**src/hw/rtl/tccw_pkg.sv**
```systemverilog
`timescale 1ns / 1ps
// ----------------------------------------------------------------------------
// tccw_pkg
// Shared constants, request codes and controller/datapath interface types
// for the text console cursor writer.
// ----------------------------------------------------------------------------
package tccw_pkg;

  localparam int SCREEN_COLUMNS = 80;
  localparam int SCREEN_ROWS    = 25;
  localparam int CELL_COUNT     = SCREEN_COLUMNS * SCREEN_ROWS;

  localparam int ROW_W  = 5;
  localparam int COL_W  = 7;
  localparam int IDX_W  = 11;
  localparam int CELL_W = 16;
  localparam int CHAR_W = 8;
  localparam int ATTR_W = 8;
  localparam int REQ_W  = 2;

  localparam logic [CHAR_W-1:0] CH_NUL       = 8'h00;
  localparam logic [CHAR_W-1:0] CH_BACKSPACE = 8'h08;
  localparam logic [CHAR_W-1:0] CH_NEWLINE   = 8'h0a;
  localparam logic [CHAR_W-1:0] CH_DOLLAR    = 8'h24;
  localparam logic [CHAR_W-1:0] CH_SPACE     = 8'h20;

  localparam logic [COL_W-1:0]  PROMPT_COL   = 7'd2;
  localparam logic [ATTR_W-1:0] RESET_ATTR   = 8'h02;
  localparam logic [CELL_W-1:0] BLANK_CELL   = 16'h0220;

  localparam logic [ROW_W-1:0] LAST_ROW = ROW_W'(SCREEN_ROWS - 1);
  localparam logic [COL_W-1:0] LAST_COL = COL_W'(SCREEN_COLUMNS - 1);
  localparam logic [IDX_W-1:0] LAST_IDX = IDX_W'(CELL_COUNT - 1);

  typedef enum logic [REQ_W-1:0] {
    REQ_PUT    = 2'd0,
    REQ_COLOR  = 2'd1,
    REQ_READ   = 2'd2,
    REQ_UNUSED = 2'd3
  } tccw_req_t;

  typedef struct packed {
    logic load;     // capture input beat
    logic exec;     // carry out the captured request
    logic clear;    // one step of the screen clear sweep
    logic prompt1;  // store '$' at column 0
    logic prompt2;  // store ' ' at column 1
    logic finish;   // load the output register
  } tccw_cmd_t;

  typedef struct packed {
    logic overflow;   // request runs past the last row
    logic newline;
    logic prompt_en;
    logic clear_last;
    logic out_free;
  } tccw_status_t;

endpackage

```
**src/hw/rtl/tccw_ctrl.sv**
```systemverilog
`timescale 1ns / 1ps
// ----------------------------------------------------------------------------
// tccw_ctrl
// Sequencer for the console writer: clear sweep, request execution, prompt
// writes and result hand-off.
// ----------------------------------------------------------------------------
module tccw_ctrl (
  input  logic                  clk,
  input  logic                  rst_n,
  input  logic                  in_tvalid,
  output logic                  in_tready,
  input  tccw_pkg::tccw_status_t st,
  output tccw_pkg::tccw_cmd_t   cmd
);
  import tccw_pkg::*;

  typedef enum logic [2:0] {
    ST_CLEAR,
    ST_IDLE,
    ST_EXEC,
    ST_PROMPT1,
    ST_PROMPT2,
    ST_FINISH
  } state_t;

  state_t state_r;
  logic   prompt_pend_r;
  logic   boot_r;

  always_ff @(posedge clk) begin
    if (!rst_n) begin
      state_r       <= ST_CLEAR;
      prompt_pend_r <= 1'b0;
      boot_r        <= 1'b1;
    end else begin
      unique case (state_r)
        ST_CLEAR: begin
          if (st.clear_last) begin
            boot_r        <= 1'b0;
            prompt_pend_r <= 1'b0;
            if (boot_r) begin
              state_r <= ST_IDLE;
            end else if (prompt_pend_r) begin
              state_r <= ST_PROMPT1;
            end else begin
              state_r <= ST_FINISH;
            end
          end
        end
        ST_IDLE: begin
          if (in_tvalid) begin
            state_r <= ST_EXEC;
          end
        end
        ST_EXEC: begin
          if (st.overflow) begin
            state_r       <= ST_CLEAR;
            prompt_pend_r <= st.newline & st.prompt_en;
          end else if (st.newline && st.prompt_en) begin
            state_r <= ST_PROMPT1;
          end else begin
            state_r <= ST_FINISH;
          end
        end
        ST_PROMPT1: state_r <= ST_PROMPT2;
        ST_PROMPT2: state_r <= ST_FINISH;
        ST_FINISH: begin
          if (st.out_free) begin
            state_r <= ST_IDLE;
          end
        end
        default: state_r <= ST_IDLE;
      endcase
    end
  end

  always_comb begin
    cmd         = '0;
    in_tready   = (state_r == ST_IDLE);
    cmd.load    = (state_r == ST_IDLE) & in_tvalid;
    cmd.exec    = (state_r == ST_EXEC);
    cmd.clear   = (state_r == ST_CLEAR);
    cmd.prompt1 = (state_r == ST_PROMPT1);
    cmd.prompt2 = (state_r == ST_PROMPT2);
    cmd.finish  = (state_r == ST_FINISH) & st.out_free;
  end

endmodule

```
**config.mk**
```make
export PLATFORM = sky130hd
export DESIGN_NAME = tccw_ctrl
export DESIGN_NICKNAME = d
export VERILOG_FILES = /design/src/hw/rtl/tccw_pkg.sv /design/src/hw/rtl/tccw_ctrl.sv
export SDC_FILE = /design/constraint.sdc
export NUM_CORES = 1
export LEC_CHECK = 0
export BUFFER_PORTS_ARGS = -buffer_cell sky130_fd_sc_hd__buf_4
export CAP_MARGIN = 10
export CORE_AREA = 2 2 39 41
export DETAILED_ROUTE_END_ITERATION = 12
export DIE_AREA = 0 0 41 43
export GPL_ROUTABILITY_DRIVEN = 0
export HOLD_SLACK_MARGIN = 0.08
export PLACE_DENSITY_LB_ADDON = 0.1
export SLEW_MARGIN = 20
export SYNTH_ARGS = -nofsm -noshare
export SYNTH_HDL_FRONTEND = slang
export SYNTH_SLANG_ARGS = --single-unit
export TNS_END_PERCENT = 100
```
**constraint.sdc**
```tcl
create_clock -name clk -period 1.2 [get_ports clk]
set_input_delay 0.24 -clock clk [delete_from_list [all_inputs] [get_ports clk]]
set_output_delay 0.24 -clock clk [all_outputs]
set_load 0.005 [all_outputs]
```
==> impl_metrics.env <==
export IMPL_crit_path_start_kind="flop"
export IMPL_rows=14
export IMPL_min_period_ns=1.31
export IMPL_grt_first_pass_wirelength_mm=1.56
export IMPL_clkSinkCount=5
export IMPL_cts_inserted_buffers=3
export IMPL_final_setup_tns_ns=-0.680
export IMPL_route_vias_total=420
export IMPL_netlist_area_um2=345
export IMPL_clock_insertion_delay_worst_skew_ns=0.24
export IMPL_synth_area_leaders="dfxtp_1, nand2_1, nor3b_1, a21oi_1, nor3_1"
export IMPL_ws_path_type="reg2out"
export IMPL_port_buffers=14
export IMPL_area_occupied_by_registers_um2=109
export IMPL_max_layer_used="met3"
export IMPL_synth_largest_area_cell="dfxtp_1"
export IMPL_synth_yosys_warnings=0
export IMPL_vdd_ir_drop_max_mv=0.613
export IMPL_synthCells=45
export IMPL_drc=0
export IMPL_flow_area_growth_from_synthesis_pct=93.5
export IMPL_grt_setup_unrepaired="yes"
export IMPL_h_tree_depth=1
export IMPL_yosys_area_share_simple_pct=39.5
export IMPL_hold_worst_slack_ns=0.189
export IMPL_critical_path_endpoint_type="primary output"
export IMPL_worst_path_most_repeated_cell="buf_6"
export IMPL_post_synth_net_total=53
export IMPL_cts_hold_buffers=0
export IMPL_achievable_frequency_ghz=0.763
export IMPL_dr_first_iter_drc_count=10
export IMPL_fraction_of_the_mapped_netlist_area_in_compound_gates_pct=19.6
export IMPL_finalMaxSlewViolations=0
export IMPL_detailedRoute_firstPassIterationCount=4
export IMPL_wirelength_met1_um=409
export IMPL_initial_utilization_pct=25.0
export IMPL_gr_usage_all_layers_pct=13.0
export IMPL_met2RoutedLength_um=512
export IMPL_pwr_density_cell_nw_per_um2=1110
export IMPL_final_hold_violation_count=0
export IMPL_cp_max_fo=4
export IMPL_p_leak_nw=0.304
export IMPL_dieHeight_um=43
export IMPL_synth_adder_area_share_pct=0
export IMPL_cp_slowest_cell="dfxtp_2"
export IMPL_final_design_instance_area_without_fill_um2=668
export IMPL_met3RoutedLength_um=58
export IMPL_slew_headroom_pct=81.0
export IMPL_fillers=142
export IMPL_finalClockSkew_ns=0.00420
export IMPL_cts_tree="built"
export IMPL_ys_seq_elements=5
export IMPL_synth_largest_type_area_fraction_pct=29.0
export IMPL_max_cap_violations=0
export IMPL_multiplexer_area_fraction_after_synthesis_pct=2.90
export IMPL_clockBufferDepth=2
export IMPL_worst_slew_pin_slew_ns=0.282
export IMPL_class_of_the_worst_hold_path="in2reg"
export IMPL_post_synth_cell_area_avg_um2=7.67
export IMPL_finalWirelength_um=980
export IMPL_ant_nets=0
export IMPL_fraction_of_final_layout_cells_with_drive_strength_greater_than_1_pct=60.3
export IMPL_routedWlPerCell_um=11.0
export IMPL_worst_ep_arrival_time_ns=1.07
export IMPL_preCtsSetupSlack_ns=-0.0868
export IMPL_design_final_nets=82
export IMPL_io_pins=15
export IMPL_grt_pass1_vias=387
export IMPL_synth_lib_cells_used_distinct=24
export IMPL_cpPeakStageDelay_ns=0.32
export IMPL_status="finished, violations left"
export IMPL_core_area_um2=1380
export IMPL_worst_setup_hold_path_clk_slew_ns=0.04
export IMPL_detailed_place_hpwl_um=686
export IMPL_area_of_the_multi_input_gates_um2=277
export IMPL_grt_start_max_net_pins=9
export IMPL_synth_seq_area_share_pct=29.0
export IMPL_setup_violations_final=9
export IMPL_postPlaceCellArea_um2=514
export IMPL_setup_ws_ns=-0.111
export IMPL_synth_xor_area_share_pct=0
export IMPL_final_core_utilization_pct=48.3
export IMPL_violations_in_the_final_reports="negative setup slack"
export IMPL_gr_total_overflow=0
export IMPL_cp_required_ns=0.96
export IMPL_route_detailed_vias_per_inst=4.72
export IMPL_n_antenna_cell=0
export IMPL_final_cells=89
export IMPL_die_width_um=41
export IMPL_total_power_mw=0.741
export IMPL_cts_root_buf="clkbuf_4"
export IMPL_post_route_period_util_pct=109
export IMPL_antenna_found_initial=0
export IMPL_synth_top_family_by_area="simple AND/OR/NAND/NOR gates"
export IMPL_placedCellCount=81
export IMPL_cp_cell_sequence="buf_6, nor3b_4, buf_4, buf_6"
export IMPL_die_area_um2=1760
[cells in the mapped netlist]
cell      instances
nand2_1           6
dfxtp_1           5
a21oi_1           4
nor2_1            4
nor3_1            3
nor3b_1           3
inv_1             2
nor4_1            2
a221o_1           1
and2_1            1
and4b_1           1
buf_2             1
buf_4             1
buf_6             1
mux2i_1           1
nand2b_2          1
nand3_1           1
nand4_1           1
nor3b_2           1
o21a_1            1
o21ai_0           1
o21bai_1          1
o31ai_1           1
o32a_1            1
[registers in the layout, indices dropped and copies added (netlist names)]
| signal | cells |
|---|---|
| state_r | 3 |
| boot_r | 1 |
| prompt_pend_r | 1 |
[cell families (layout without fill, tap and decap cells)]
group	count (synthesis)	count (layout)
and+or+nand+nor	24	24
AOI/OAI and AO/OA	10	10
DFF	5	5
buffers and inverters	5	33
muxes	1	1
[worst max-delay path: cells and delay by family, from the launching register on]
| kind | cells | cell delay, ns |
|---|---|---|
| AND/OR/NAND/NOR | 1 | 0.17 |
| flip-flops | 1 | 0.32 |
| buffers and inverters | 3 | 0.34 |
[final timing paths]
| path | from | end | slack (ns) | cells after the start |
|---|---|---|---|---|
| setup / recovery | state_r[2] | cmd[4] | -0.11 | 4 |
| hold / removal | rst_n | boot_r | 0.19 | 2 |
| setup reg to reg | state_r[2] | state_r[2] | -0.11 | 5 |
| hold reg to reg | boot_r | boot_r | 0.47 | 2 |
[area by class of cell]
cell class	instances	share of cell area, %
Clock buffer	4	3.93
Inverter	2	1.12
Multi-Input combinational cell	35	41.4
Sequential cell	5	16.3
Tap cell	16	3.00
Timing Repair Buffer	27	34.3
[what timing repair did]
item,in CTS,in global routing
resized for setup,18,7
pin swaps,3,5
endpoints found under the setup margin,10,10
setup buffers,4,0
[metal layers]
metal	track usage, %	up-vias
met5	0	-
met4	6.00	0
met3	3.66	0
met2	22.2	14
met1	13.6	187
li1	-	219
[placed cells by master, fill, tap and decap left out, drive strengths merged]
| cell | synthesis | layout |
|---|---|---|
| nor2 | 4 | 4 |
| nand4 | 1 | 1 |
| a221o | 1 | 1 |
| and4b | 1 | 1 |
| dfxtp | 5 | 5 |
| a21oi | 4 | 4 |
| and2 | 1 | 1 |
| nor3b | 4 | 4 |
| nor3 | 3 | 3 |
| o21ai | 1 | 1 |
| nand3 | 1 | 1 |
| nor4 | 2 | 2 |
| inv | 2 | 2 |
| mux2i | 1 | 1 |
| nand2 | 6 | 6 |
| o32a | 1 | 1 |
| nand2b | 1 | 1 |
| o31ai | 1 | 1 |
| o21bai | 1 | 1 |
| o21a | 1 | 1 |
| clkbuf | 0 | 4 |
| buf | 3 | 27 |
[power breakdown]
group	total [mW]	switching, mW	internal (mW)	leakage (nW)
clock network	0.189	0.0635	0.125	0.0150
registers	0.216	0.0294	0.187	0.0428
logic	0.336	0.135	0.201	0.246
total	0.741	0.228	0.514	0.304
No activity file was read; power rests on OpenSTA's default activity.
